--- src/hdl/tube_r2_command_tracker_assert.svh ---
// ----------------------------------------------------------------------------
// tube_r2_command_tracker_assert.svh
// assertion macros for the command tracker, compiled out with ASSERT_OFF
// ----------------------------------------------------------------------------
`ifndef TUBE_R2_COMMAND_TRACKER_ASSERT_SVH
`define TUBE_R2_COMMAND_TRACKER_ASSERT_SVH

`ifndef ASSERT_OFF
// same-cycle implication, checked out of reset
`define TRK_ASSERT_NOW(lbl, clk, rst_n, ante, cons) \
    lbl: assert property (@(posedge clk) disable iff (!(rst_n)) (ante) |-> (cons)) \
        else $error("tracker assertion failed");
// next-cycle implication, checked out of reset
`define TRK_ASSERT_NEXT(lbl, clk, rst_n, ante, cons) \
    lbl: assert property (@(posedge clk) disable iff (!(rst_n)) (ante) |=> (cons)) \
        else $error("tracker assertion failed");
`else
`define TRK_ASSERT_NOW(lbl, clk, rst_n, ante, cons)
`define TRK_ASSERT_NEXT(lbl, clk, rst_n, ante, cons)
`endif

`endif

--- src/hdl/tube_trk_pkg.sv ---
// ----------------------------------------------------------------------------
// tube_trk_pkg
// register numbers, command codes and result word type of the command tracker
// ----------------------------------------------------------------------------
`default_nettype none

package tube_trk_pkg;

    // host interface register numbers that act
    localparam logic [2:0] REG_DATA = 3'd1;
    localparam logic [2:0] REG_CMD  = 3'd3;

    // command bytes seen in idle
    localparam logic [7:0] CMD_NOP      = 8'h00;
    localparam logic [7:0] CMD_STR      = 8'h02;
    localparam logic [7:0] CMD_SKIP2_A  = 8'h04;
    localparam logic [7:0] CMD_SKIP3    = 8'h06;
    localparam logic [7:0] CMD_WORD     = 8'h08;
    localparam logic [7:0] CMD_SKIP5    = 8'h0A;
    localparam logic [7:0] CMD_SKIP6    = 8'h0C;
    localparam logic [7:0] CMD_SKIP1    = 8'h0E;
    localparam logic [7:0] CMD_SKIP2_B  = 8'h10;
    localparam logic [7:0] CMD_FIND     = 8'h12;
    localparam logic [7:0] CMD_FILE     = 8'h14;
    localparam logic [7:0] CMD_SKIP14   = 8'h16;

    // parameter counts
    localparam logic [7:0] LEN_1     = 8'd1;
    localparam logic [7:0] LEN_2     = 8'd2;
    localparam logic [7:0] LEN_3     = 8'd3;
    localparam logic [7:0] LEN_5     = 8'd5;
    localparam logic [7:0] LEN_6     = 8'd6;
    localparam logic [7:0] LEN_14    = 8'd14;
    localparam logic [7:0] LEN_FILE  = 8'd16;

    // stream markers
    localparam logic [7:0] BYTE_CR      = 8'h0D;
    localparam logic [7:0] BYTE_FF      = 8'hFF;
    localparam logic [7:0] BYTE_ZERO    = 8'h00;
    localparam logic [7:0] MODE_CMD     = 8'd22;
    localparam logic [7:0] MODE_ONE     = 8'd1;
    localparam logic [7:0] MODE_REMAP   = 8'd8;

    // one result word
    typedef struct packed {
        logic       display_valid;
        logic [7:0] display_byte;
        logic       mode_done;
        logic       cmd_error;
        logic       block_phase;
    } t_result;

endpackage

`default_nettype wire

--- src/hdl/tube_r2_command_tracker.sv ---
// ----------------------------------------------------------------------------
// tube_r2_command_tracker
// parses host register writes, forwards display bytes, flags bad commands
// ----------------------------------------------------------------------------
// Each accepted register write gives exactly one result word. A write is
// captured in an input register, decoded by the parser from there, and its
// result lands in an output register. One write is taken every cycle while
// the result side keeps up; the input register holds one more write while a
// result waits to be taken. The user must write the configuration only while
// idle; the block itself does not enforce this.
`default_nettype none

`include "tube_r2_command_tracker_assert.svh"

module tube_r2_command_tracker
    import tube_trk_pkg::*;
(
    input  wire logic       i_clk,
    input  wire logic       i_rst_n,
    // configuration
    input  wire logic       i_cfg_wr_en,
    input  wire logic       i_cfg_wr_data,
    // write channel
    input  wire logic       i_valid,
    output logic            o_ready,
    input  wire logic [2:0] i_reg_index,
    input  wire logic [7:0] i_write_byte,
    // result channel
    output logic            o_valid,
    input  wire logic       i_ready,
    output logic            o_display_valid,
    output logic [7:0]      o_display_byte,
    output logic            o_mode_done,
    output logic            o_cmd_error,
    output logic            o_block_phase
);

    typedef enum logic [3:0] {
        ST_IDLE        = 4'd0,
        ST_SKIP_N      = 4'd1,
        ST_SKIP_STR    = 4'd2,
        ST_WORD_CODE   = 4'd3,
        ST_WORD_INLEN  = 4'd4,
        ST_WORD_BLOCK  = 4'd5,
        ST_WORD_OUTLEN = 4'd6,
        ST_FF_MSB      = 4'd7,
        ST_FF_LSB      = 4'd8,
        ST_FF_CMD      = 4'd9,
        ST_FIND_A      = 4'd10,
        ST_FILE_BLOCK  = 4'd11,
        ST_FILE_STR    = 4'd12
    } t_parse_state;

    logic         r_display_enable;
    t_parse_state r_parse_state, n_parse_state;
    logic [7:0]   r_bytes_left, n_bytes_left;
    logic [7:0]   r_word_code, n_word_code;
    logic         r_mode_pending, n_mode_pending;

    logic         r_in_valid;
    logic [2:0]   r_in_reg;
    logic [7:0]   r_in_byte;
    logic         r_out_valid;
    t_result      r_result, n_result;

    logic         w_advance;
    logic         w_count_done;

    // input stage moves to the result stage when that one is free or drains
    assign w_advance = r_in_valid && (!r_out_valid || i_ready);
    assign o_ready   = !r_in_valid || w_advance;
    assign w_count_done = (r_bytes_left <= LEN_1);

    // parser and display stream decode
    always_comb begin
        n_parse_state  = r_parse_state;
        n_bytes_left   = r_bytes_left;
        n_word_code    = r_word_code;
        n_mode_pending = r_mode_pending;
        n_result       = '0;
        if (r_display_enable) begin
            if (r_in_reg == REG_CMD) begin
                unique case (r_parse_state)
                    ST_SKIP_N: begin
                        if (w_count_done) begin
                            n_bytes_left  = '0;
                            n_parse_state = ST_IDLE;
                        end else begin
                            n_bytes_left = r_bytes_left - LEN_1;
                        end
                    end
                    ST_SKIP_STR: begin
                        if (r_in_byte == BYTE_CR) n_parse_state = ST_IDLE;
                    end
                    ST_WORD_CODE: begin
                        n_word_code   = r_in_byte;
                        n_parse_state = ST_WORD_INLEN;
                    end
                    ST_WORD_INLEN: begin
                        n_bytes_left = r_in_byte;
                        if (r_word_code == BYTE_FF) n_parse_state = ST_FF_MSB;
                        else if (r_in_byte == BYTE_ZERO) n_parse_state = ST_WORD_OUTLEN;
                        else n_parse_state = ST_WORD_BLOCK;
                    end
                    ST_WORD_BLOCK: begin
                        if (w_count_done) begin
                            n_bytes_left  = '0;
                            n_parse_state = ST_WORD_OUTLEN;
                        end else begin
                            n_bytes_left = r_bytes_left - LEN_1;
                        end
                    end
                    ST_WORD_OUTLEN: n_parse_state = ST_IDLE;
                    ST_FF_MSB: begin
                        n_parse_state = (r_in_byte == BYTE_ZERO) ? ST_WORD_OUTLEN
                                                                 : ST_FF_LSB;
                    end
                    ST_FF_LSB: n_parse_state = ST_FF_CMD;
                    ST_FF_CMD: begin
                        if (r_in_byte == BYTE_FF) n_parse_state = ST_FF_MSB;
                    end
                    ST_FIND_A: n_parse_state = ST_SKIP_STR;
                    ST_FILE_BLOCK: begin
                        if (w_count_done) begin
                            n_bytes_left  = '0;
                            n_parse_state = ST_FILE_STR;
                        end else begin
                            n_bytes_left = r_bytes_left - LEN_1;
                        end
                    end
                    ST_FILE_STR: begin
                        if (r_in_byte == BYTE_CR) begin
                            n_bytes_left  = LEN_1;
                            n_parse_state = ST_SKIP_N;
                        end
                    end
                    default: begin
                        // idle: decode a command byte
                        n_parse_state = ST_IDLE;
                        unique case (r_in_byte)
                            CMD_NOP: n_parse_state = ST_IDLE;
                            CMD_STR: n_parse_state = ST_SKIP_STR;
                            CMD_SKIP2_A, CMD_SKIP2_B: begin
                                n_bytes_left  = LEN_2;
                                n_parse_state = ST_SKIP_N;
                            end
                            CMD_SKIP3: begin
                                n_bytes_left  = LEN_3;
                                n_parse_state = ST_SKIP_N;
                            end
                            CMD_WORD: n_parse_state = ST_WORD_CODE;
                            CMD_SKIP5: begin
                                n_bytes_left  = LEN_5;
                                n_parse_state = ST_SKIP_N;
                            end
                            CMD_SKIP6: begin
                                n_bytes_left  = LEN_6;
                                n_parse_state = ST_SKIP_N;
                            end
                            CMD_SKIP1: begin
                                n_bytes_left  = LEN_1;
                                n_parse_state = ST_SKIP_N;
                            end
                            CMD_FIND: n_parse_state = ST_FIND_A;
                            CMD_FILE: begin
                                n_bytes_left  = LEN_FILE;
                                n_parse_state = ST_FILE_BLOCK;
                            end
                            CMD_SKIP14: begin
                                n_bytes_left  = LEN_14;
                                n_parse_state = ST_SKIP_N;
                            end
                            default: n_result.cmd_error = 1'b1;
                        endcase
                    end
                endcase
            end else if (r_in_reg == REG_DATA && r_parse_state != ST_FF_CMD) begin
                // display byte, mode 1 after a mode change becomes mode 8
                n_result.display_valid = 1'b1;
                n_result.display_byte  = (r_mode_pending && r_in_byte == MODE_ONE)
                                         ? MODE_REMAP : r_in_byte;
                if (r_mode_pending) begin
                    n_mode_pending     = 1'b0;
                    n_result.mode_done = 1'b1;
                end else if (r_in_byte == MODE_CMD) begin
                    n_mode_pending = 1'b1;
                end
            end
        end
        n_result.block_phase = (n_parse_state == ST_FF_CMD);
    end

    // control and parser state
    always_ff @(posedge i_clk) begin
        if (!i_rst_n) begin
            r_display_enable <= 1'b0;
            r_parse_state    <= ST_IDLE;
            r_bytes_left     <= '0;
            r_word_code      <= '0;
            r_mode_pending   <= 1'b0;
            r_in_valid       <= 1'b0;
            r_out_valid      <= 1'b0;
        end else begin
            if (i_cfg_wr_en) r_display_enable <= i_cfg_wr_data;
            if (o_ready) r_in_valid <= i_valid;
            if (w_advance) begin
                r_parse_state  <= n_parse_state;
                r_bytes_left   <= n_bytes_left;
                r_word_code    <= n_word_code;
                r_mode_pending <= n_mode_pending;
                r_out_valid    <= 1'b1;
            end else if (i_ready) begin
                r_out_valid <= 1'b0;
            end
        end
    end

    // payload registers
    always_ff @(posedge i_clk) begin
        if (o_ready && i_valid) begin
            r_in_reg  <= i_reg_index;
            r_in_byte <= i_write_byte;
        end
        if (w_advance) r_result <= n_result;
    end

    assign o_valid         = r_out_valid;
    assign o_display_valid = r_result.display_valid;
    assign o_display_byte  = r_result.display_byte;
    assign o_mode_done     = r_result.mode_done;
    assign o_cmd_error     = r_result.cmd_error;
    assign o_block_phase   = r_result.block_phase;

    // checks
    `TRK_ASSERT_NOW(a_done_needs_byte, i_clk, i_rst_n, o_valid && o_mode_done, o_display_valid)
    `TRK_ASSERT_NOW(a_error_not_display, i_clk, i_rst_n, o_valid && o_cmd_error, !o_display_valid)
    `TRK_ASSERT_NOW(a_idle_byte_zero, i_clk, i_rst_n, o_valid && !o_display_valid, o_display_byte == BYTE_ZERO)
    `TRK_ASSERT_NEXT(a_pending_from_22, i_clk, i_rst_n, w_advance && !r_mode_pending && n_mode_pending, r_mode_pending && $past(r_in_byte) == MODE_CMD)

endmodule

`default_nettype wire

--- config.mk ---
export PLATFORM = sky130hd
export DESIGN_NAME = tube_r2_command_tracker
export DESIGN_NICKNAME = d
export VERILOG_FILES = /design/src/hdl/tube_trk_pkg.sv /design/src/hdl/tube_r2_command_tracker.sv
export VERILOG_INCLUDE_DIRS = /design/src /design/src/hdl
export SDC_FILE = /design/constraint.sdc
export NUM_CORES = 1
export LEC_CHECK = 0
export ABC_AREA = 0
export BUFFER_PORTS_ARGS = -buffer_cell sky130_fd_sc_hd__buf_2
export CAP_MARGIN = 20
export CORE_UTILIZATION = 63
export DETAILED_ROUTE_END_ITERATION = 10
export GPL_ROUTABILITY_DRIVEN = 0
export PLACE_DENSITY = 0.89
export SETUP_SLACK_MARGIN = 0.2
export SLEW_MARGIN = 20
export SYNTH_ARGS = -nofsm -noshare
export SYNTH_HDL_FRONTEND = slang
export SYNTH_SLANG_ARGS = --single-unit
--- constraint.sdc ---
create_clock -name i_clk -period 3.8 [get_ports i_clk]
set_input_delay 0.38 -clock i_clk [delete_from_list [all_inputs] [get_ports i_clk]]
set_output_delay 0.38 -clock i_clk [all_outputs]
set_load 0.1 [all_outputs]
==> impl_metrics.toml, run 1 <==
[status]
outcome = "finished clean"

[sta]
setup_violations = 0
rsz0062_at_grt = "false"
relSlewSlack = 0.425
finalHoldViolCount = 0
max_freq_mhz = 363
drv_slew = 0
skew_ns = 0.0104
setup_tns_ns = 0
finalCriticalPeriod_ns = 2.75
fin_crit_sh = 0.724
tightest_slew_ns = 0.862

[route]
first_pass_iters = 5
vias = 2245
drtIter0Drc = 383
antenna_left = 0
wl_mm = 5.70
wl_per_cell_um = 16.5
avgViaCountPerCell = 6.51
drcViolationCount = 0

[clock_network]
clock-sinks = 47
numCtsBuffers = 5
cts_setup_buffers = 0
h-tree-depth = 2
clk-insertion-delay-late_ns = 0.30
postCtsHoldBufs = 0
cts_tree = "built"
cts_resized = 0
clk_pin_slew_worst_paths_ns = 0.08
clock_path_buffers = 2
cts-root-buf = "clkbuf_8"

[finish]
antennaDiodeCount = 0
fillers = 295
drive_gt1_frac = 0.180
syn2layout_area_growth_pct = 6.96
layout.nets = 313

[yosys]
synth.cells.most_frequent = "dfxtp_1, edfxtp_1, nor2_1, o21ai_0"
ys_seq_elements = 47
avgSynthCellArea_um2 = 9.74
synth-simple-area-share = 0.260
muxShareOfSynthArea = 0.0339
synth_edf_count = 23
yosysWarnings = 0
synth_fp_nets = 292
synth_xor_area_frac = 0.00988
yosysMostFrequentCell = "dfxtp_1"
synth_cell_types = 70
synth-adder-area-share = 0.00941
synthTopCellsByArea = "edfxtp_1, dfxtp_1, mux2i_1"
syn-instance-count = 273
synthDominantCellAreaShare = 0.260
yosys_most_used_dff = "dfxtp_1"
synth_top_family_by_area = "simple AND/OR/NAND/NOR gates"
async_flop_share = 0
ys_seq_area_frac = 0.440
synth_area_leader_cell = "edfxtp_1"
synth-compound-area-share = 0.189
netlist_area_um2 = 2660

[setup_path]
r2r_end = "r_bytes_left[7]"
startpoint_type = "flip-flop"
cp-end-kind = "flip-flop"
r2r_start = "r_in_byte[7]"
path_class = "flip-flop to flip-flop"
crit_path_start = "r_in_byte[7]"
crit_arrival_ns = 2.95
r2r_cells = 6
r2r_setup_slack_ns = 1.05
crit_required_ns = 3.99
cp_max_fo = 16
crit_path_end = "r_bytes_left[7]"

[floorplan]
dieHeight_um = 67.0
core.rowCount = 23
chipWidth_um = 67.0
start_util = 0.660
pin_count = 31
coreArea_um2 = 4030
die_area_um2 = 4490

[power]
p_leak_nw = 1.12
fin_total_pwr_mw = 0.970
power_density_nw_per_um2 = 341
max-vdd-ir-drop_uv = 312

[global_route]
antenna_found_initial = 0
grt_pass1_wl_mm = 8.95
grt_max_degree = 30
track_usage = 0.269
grt.overflow.total = 0
first_global_vias = 1919

[min_path]
min_path_type = "primary input to flip-flop"

[placement]
io_buffers = 30
dp_hpwl_mm = 4.02

[flow_run]
maxCapViolCount = 0
==> power by group <==
group          internal (mW)  switching, mW
sequential             0.547         0.0200
combinational         0.0237         0.0792
clock                  0.132          0.168
==> cell type report <==
| cell class | instances | area (µm²) | share of cell area |
|---|---|---|---|
| tap | 50 | 62.6 | 0.0220 |
| multi-input combinational | 200 | 1340 | 0.469 |
| sequential | 47 | 1170 | 0.412 |
| timing repair buffer | 30 | 150 | 0.0528 |
| clock buffer | 6 | 72.6 | 0.0255 |
| clock inverter | 2 | 16.3 | 0.00572 |
| inverter | 10 | 37.5 | 0.0132 |
==> kinds of logic after synthesis <==
group	after synthesis
xor+xnor	3
fa+ha+maj	2
compound gates	72
buf+inv	26
mux	9
flops	47
simple gates	114
==> through the flow <==
step | instance area [µm²] | setup WS [ns] | instances | hold WS [ns] | utilization
floorplan | 2660 | 1.13 | 273 | 0.451 | -
global placement | 2760 | 1.15 | 337 | 0.469 | 0.684
detailed placement | 2760 | 1.10 | 337 | 0.470 | 0.684
CTS | 2850 | 1.08 | 345 | 0.246 | 0.706
global route | 2850 | 0.900 | 345 | 0.236 | 0.706
finish | 2850 | 1.05 | 345 | 0.251 | 0.706
==> per-layer routing <==
metal | global-route usage | part of all wire | vias to the layer above
met5 | 0 | 0 | -
met2 | 0.420 | 0.46 | 128
met1 | 0.363 | 0.42 | 1028
li1 | - | - | 1066
met3 | 0.0702 | 0.085 | 23
met4 | 0.0771 | 0.028 | 0
==> placed cells by master (no fill, tap or decap), types with 9 or more instances in the layout <==
cell type  count
and2_1         9
nand2_1       14
buf_2         30
nand3_1       10
nor2_1        18
o21ai_0       16
dfxtp_1       24
inv_1         10
edfxtp_1      23
nor2b_1       14
a21oi_1       13
mux2i_1        9
==> critical path, cell delays in order, from the launching register on <==
cell	delay [ns]
edfxtp_1	0.55
nor4b_2	0.55
and2_1	0.21
o21ai_0	0.09
a221oi_2	0.78
o21ai_0	0.21
a31o_1	0.26
==> worst min-delay path by stage <==
stage,startpoint,slack (ns),cells past startpoint,endpoint
2_1_floorplan,r_bytes_left[7],0.45,1,r_bytes_left[7]
3_3_place_gp,r_bytes_left[7],0.47,1,r_bytes_left[7]
3_5_place_dp,r_bytes_left[7],0.47,1,r_bytes_left[7]
4_1_cts,i_write_byte[4],0.25,1,r_in_byte[4]
5_1_grt,i_write_byte[4],0.24,1,r_in_byte[4]
6_report,i_write_byte[7],0.25,1,r_in_byte[7]
Note: power is estimated with default switching activity, not from simulation.
==> inputs of run 2 (changes only) <==
Settings changed: CORE_UTILIZATION 63 to 52, PLACE_DENSITY 0.89 to 0.79.
Clock period 3.8 ns to 2.2 ns, I/O delays scaled along.
==> impl_metrics.toml, run 2 (synthesis gave the netlist of run 1 again) <==
[sta]
max_freq_mhz = 476
fin_crit_sh = 0.954
finalHoldViolCount = 0
setup_tns_ns = 0
tightest_slew_ns = 0.509
rsz0062_at_grt = "true"
setup_violations = 0
finalCriticalPeriod_ns = 2.10
drv_slew = 0
setup_ws_ns = 0.101
relSlewSlack = 0.659
hold_ws_ns = 0.0804
skew_ns = 0.00591

[clock_network]
clk_pin_slew_worst_paths_ns = 0.09
cts-root-buf = "clkbuf_8"
clock_path_buffers = 2
cts_tree = "built"
numCtsBuffers = 5
postCtsHoldBufs = 0
h-tree-depth = 2
clock-sinks = 47
clk-insertion-delay-late_ns = 0.31

[route]
vias = 2513
wl_mm = 6.87
avgViaCountPerCell = 6.30
drcViolationCount = 0
antenna_left = 0
wl_per_cell_um = 17.2
drtIter0Drc = 401
first_pass_iters = 6

[setup_path]
slowest_delay_ns = 0.61
crit_chain = "or4_4 -> o31a_1 -> o221ai_2 -> o21ai_1 -> and4_1"
startpoint_type = "flip-flop"
path_class = "flip-flop to flip-flop"
crit_required_ns = 2.27
cp_slowest_cell = "or4_4"
crit_arrival_ns = 2.17
critPathBufInv = 0
cp-end-kind = "flip-flop"
critPathTopFamily = "simple AND/OR/NAND/NOR gates"
cp_max_fo = 4

[power]
p_switching_mw = 0.491
p_comb_frac = 0.122
max-vdd-ir-drop_uv = 412
p_seq_frac = 0.488
pwr-share-clk = 0.390
p_int_mw = 1.47
switching_share = 0.250
p_leak_nw = 1.36
power_density_nw_per_um2 = 588

[finish]
layout_commonest_cell = "buf_4"
antennaDiodeCount = 0
layout.nets = 350
syn2layout_area_growth_pct = 25.4
fillers = 362
drive_gt1_frac = 0.346
mostFrequentLayoutCells = "buf_4, buf_2, edfxtp_1, dfxtp_1, nor2_1"

[floorplan]
coreArea_um2 = 4820
pin_count = 31
start_util = 0.552
dieHeight_um = 73.5
die_area_um2 = 5410
core.rowCount = 25
chipWidth_um = 73.5

[flow_run]
maxCapViolCount = 0

[min_path]
min_path_type = "primary input to flip-flop"

[global_route]
antenna_found_initial = 0
first_global_vias = 2109
grt_max_degree = 30
grt_pass1_wl_mm = 10.3
grt.overflow.total = 0
track_usage = 0.251

[placement]
dp_hpwl_mm = 4.38
io_buffers = 30
place_ws_ns = 0.0360

[status]
outcome = "finished clean"
[run 2: changes by cell type in the layout (fill, tap and decap cells not counted), moves of 2 or more]
cell / change
a21oi_1: -2
bufinv_16: +2
nor2_2: +3
o21ai_0: -6
nor2_1: -4
dfxtp_2: +3
or4_4: +2
nor4_1: -2
or4_1: -2
buf_4: +35
o21ai_1: +5
dfxtp_1: -4
[run 2: worst reg2reg max path, cell delays in order (launching register included)]
cell and delay, ns:
edfxtp_1 0.41, or4_4 0.61, o31a_1 0.36, o221ai_2 0.19, o21ai_1 0.10, and4_1 0.19
[run 2: layer usage]
| layer | global-route usage | vias to the layer above | part of all wire |
|---|---|---|---|
| met2 | 0.380 | 178 | 0.45 |
| met4 | 0.0983 | 0 | 0.038 |
| met5 | 0 | - | 0 |
| met3 | 0.0604 | 43 | 0.096 |
| li1 | - | 1140 | - |
| met1 | 0.346 | 1152 | 0.41 |
[run 2: worst paths after layout]
path,cells after the start,slack [ns],endpoint,startpoint
max,5,0.10,o_block_phase,r_in_byte[0]
max reg2reg,5,0.10,o_block_phase,r_in_byte[0]
min reg2reg,1,0.51,r_bytes_left[7],r_bytes_left[7]
min,1,0.08,r_in_byte[7],i_write_byte[7]
[run 2: power groups by stage]
stage          logic, mW  clock network (mW)  registers [mW]
6_report           0.239               0.764           0.958
5_1_grt            0.250               0.798           0.961
4_1_cts            0.226               0.770           0.957
3_5_place_dp       0.213                   0           0.978
3_3_place_gp       0.211                   0           0.977
2_1_floorplan     0.0744                   0            1.06
[run 2: timing repair]
action	in CTS	in global routing
endpoints found under the hold margin	0	0
resized for setup	11	21
buffers inserted	5	6
setup endpoints to repair	9	13
pin swaps	9	11
gates cloned	1	0
[run 2: area by class of cell]
class | instances | area [µm²] | area share
sequential | 47 | 1180 | 0.353
multi-input combinational | 200 | 1470 | 0.439
clock buffer | 5 | 68.8 | 0.0206
timing repair buffer | 67 | 429 | 0.129
inverter | 10 | 37.5 | 0.0113
tap | 67 | 83.8 | 0.0251
clock inverter | 3 | 71.3 | 0.0214
[run 2: metrics by stage]
stage                     power (mW)  utilization  instances  area [µm²]
after floorplan                 1.14            -        273        2690
after global placement          1.19        0.620        379        2990
after detailed placement        1.19        0.620        379        2990
after CTS                       1.95        0.669        393        3220
after global routing            2.01        0.692        399        3330
final                           1.96        0.692        399        3330
==> inputs of run 3 (changes only) <==
Settings changed: CORE_UTILIZATION 52 to 58, PLACE_DENSITY 0.79 to 0.83.
Clock period 2.2 ns to 2.35 ns, I/O delays scaled along.
==> impl_metrics.toml, run 3 (synthesis gave the netlist of run 1 again) <==
[status]
outcome = "finished clean"

[finish]
layout.nets = 344
mostFrequentLayoutCells = "buf_2, buf_4, edfxtp_1, dfxtp_1, nor2_1"
final_cells = 378
drive_gt1_frac = 0.301
fillers = 323
antennaDiodeCount = 0
layout_commonest_cell = "buf_2"
multi_input_area_um2 = 1390
register_area_um2 = 1180
syn2layout_area_growth_pct = 18.2

[min_path]
holdPathStages = 1
min_path_type = "primary input to flip-flop"

[sta]
fin_crit_sh = 0.935
finalHoldViolCount = 0
hold_ws_ns = 0.0983
finalCriticalPeriod_ns = 2.20
setup_tns_ns = 0
drv_slew = 0
rsz0062_at_grt = "true"
setup_violations = 0
skew_ns = 0.00889
tightest_slew_ns = 0.537
relSlewSlack = 0.642
setup_ws_ns = 0.153
max_freq_mhz = 455

[placement]
place_ws_ns = 0.107
dp_hpwl_mm = 4.37
placed_cells = 358
io_buffers = 30

[floorplan]
die_area_um2 = 4860
coreArea_um2 = 4380
core.rowCount = 24
dieHeight_um = 69.7
start_util = 0.607
pin_count = 31
chipWidth_um = 69.7

[clock_network]
cts_tree = "built"
clock-sinks = 47
clk_pin_slew_worst_paths_ns = 0.09
h-tree-depth = 2
postCtsHoldBufs = 0
clk-insertion-delay-late_ns = 0.30
clock_path_buffers = 2
numCtsBuffers = 5
cts-root-buf = "clkbuf_8"

[setup_path]
crit_chain = "or4_1 -> nor2_1 -> nor3_1 -> a2111oi_1 -> a21oi_1 -> and4_1"
crit_arrival_ns = 2.26
r2r_setup_slack_ns = 0.15
path_class = "flip-flop to flip-flop"
slowest_delay_ns = 0.62
cp_max_fo = 3
crit_required_ns = 2.42
startpoint_type = "flip-flop"
cp-end-kind = "flip-flop"
cp_slowest_cell = "or4_1"
r2r_cells = 6

[global_route]
use_met3 = 0.0581
grt_pass1_wl_mm = 10.1
grt_most_used_layer = "met2"
grt_max_degree = 30
met1_usage = 0.357
antenna_found_initial = 0
grt.overflow.total = 0
first_global_vias = 2119
grtUsageMet2 = 0.412
track_usage = 0.261

[power]
power_density_nw_per_um2 = 519
p_int_mw = 1.18
max-vdd-ir-drop_uv = 373
p_comb_frac = 0.129
fin_total_pwr_mw = 1.63
p_seq_frac = 0.550
switching_share = 0.276
p_leak_nw = 1.28
pwr-share-clk = 0.322
p_switching_mw = 0.450

[route]
vias = 2377
first_pass_iters = 4
wl_mm = 6.41
drcViolationCount = 0
wl_per_cell_um = 17.0
drtIter0Drc = 335
antenna_left = 0
avgViaCountPerCell = 6.29

[flow_run]
maxCapViolCount = 0
==> run 3: critical path, delay by kind of cell (launching register included) <==
family	cells	cell delay, ns
simple gates	4	1.09
flops	1	0.42
compound gates	2	0.45
==> run 3: power by group through the flow <==
stage	Clock, mW	Sequential [mW]	Combinational [mW]
final	0.524	0.896	0.210
after global routing	0.557	0.900	0.220
after CTS	0.533	0.897	0.201
after detailed placement	0	0.919	0.195
after global placement	0	0.917	0.192
after floorplan	0	0.996	0.0679
==> run 3: routing by layer <==
layer | vias to the layer above | wire (µm)
met5 | - | 0
li1 | 1129 | -
met4 | 0 | 111
met2 | 107 | 2990
met1 | 1129 | 2820
met3 | 12 | 488
==> run 3: final cells by class <==
cell class                 instances  share of cell area
sequential                        47               0.376
inverter                          10              0.0119
multi-input combinational        201               0.441
tap                               52              0.0207
clock inverter                     2             0.00518
clock buffer                       6              0.0263
timing repair buffer              60               0.119
==> run 3: timing repair <==
item,in CTS,in global routing
resized for setup,3,13
endpoints found under the hold margin,0,0
buffers inserted,5,5
endpoints found under the setup margin,1,7
cloned,0,2
pin swaps,2,3
==> run 3: final timing paths <==
check / from / end
worst max-delay path: r_in_byte[1] / o_block_phase
worst min-delay path: i_reg_index[1] / r_in_reg[1]
worst max register to register: r_in_byte[1] / o_block_phase
worst min register to register: r_bytes_left[7] / r_bytes_left[7]
==> run 3: through the flow <==
stage / utilization / instance area [µm²]
6_report: 0.717 / 3140
5_1_grt: 0.717 / 3140
4_1_cts: 0.695 / 3050
3_5_place_dp: 0.663 / 2910
3_3_place_gp: 0.663 / 2910
2_1_floorplan: - / 2660
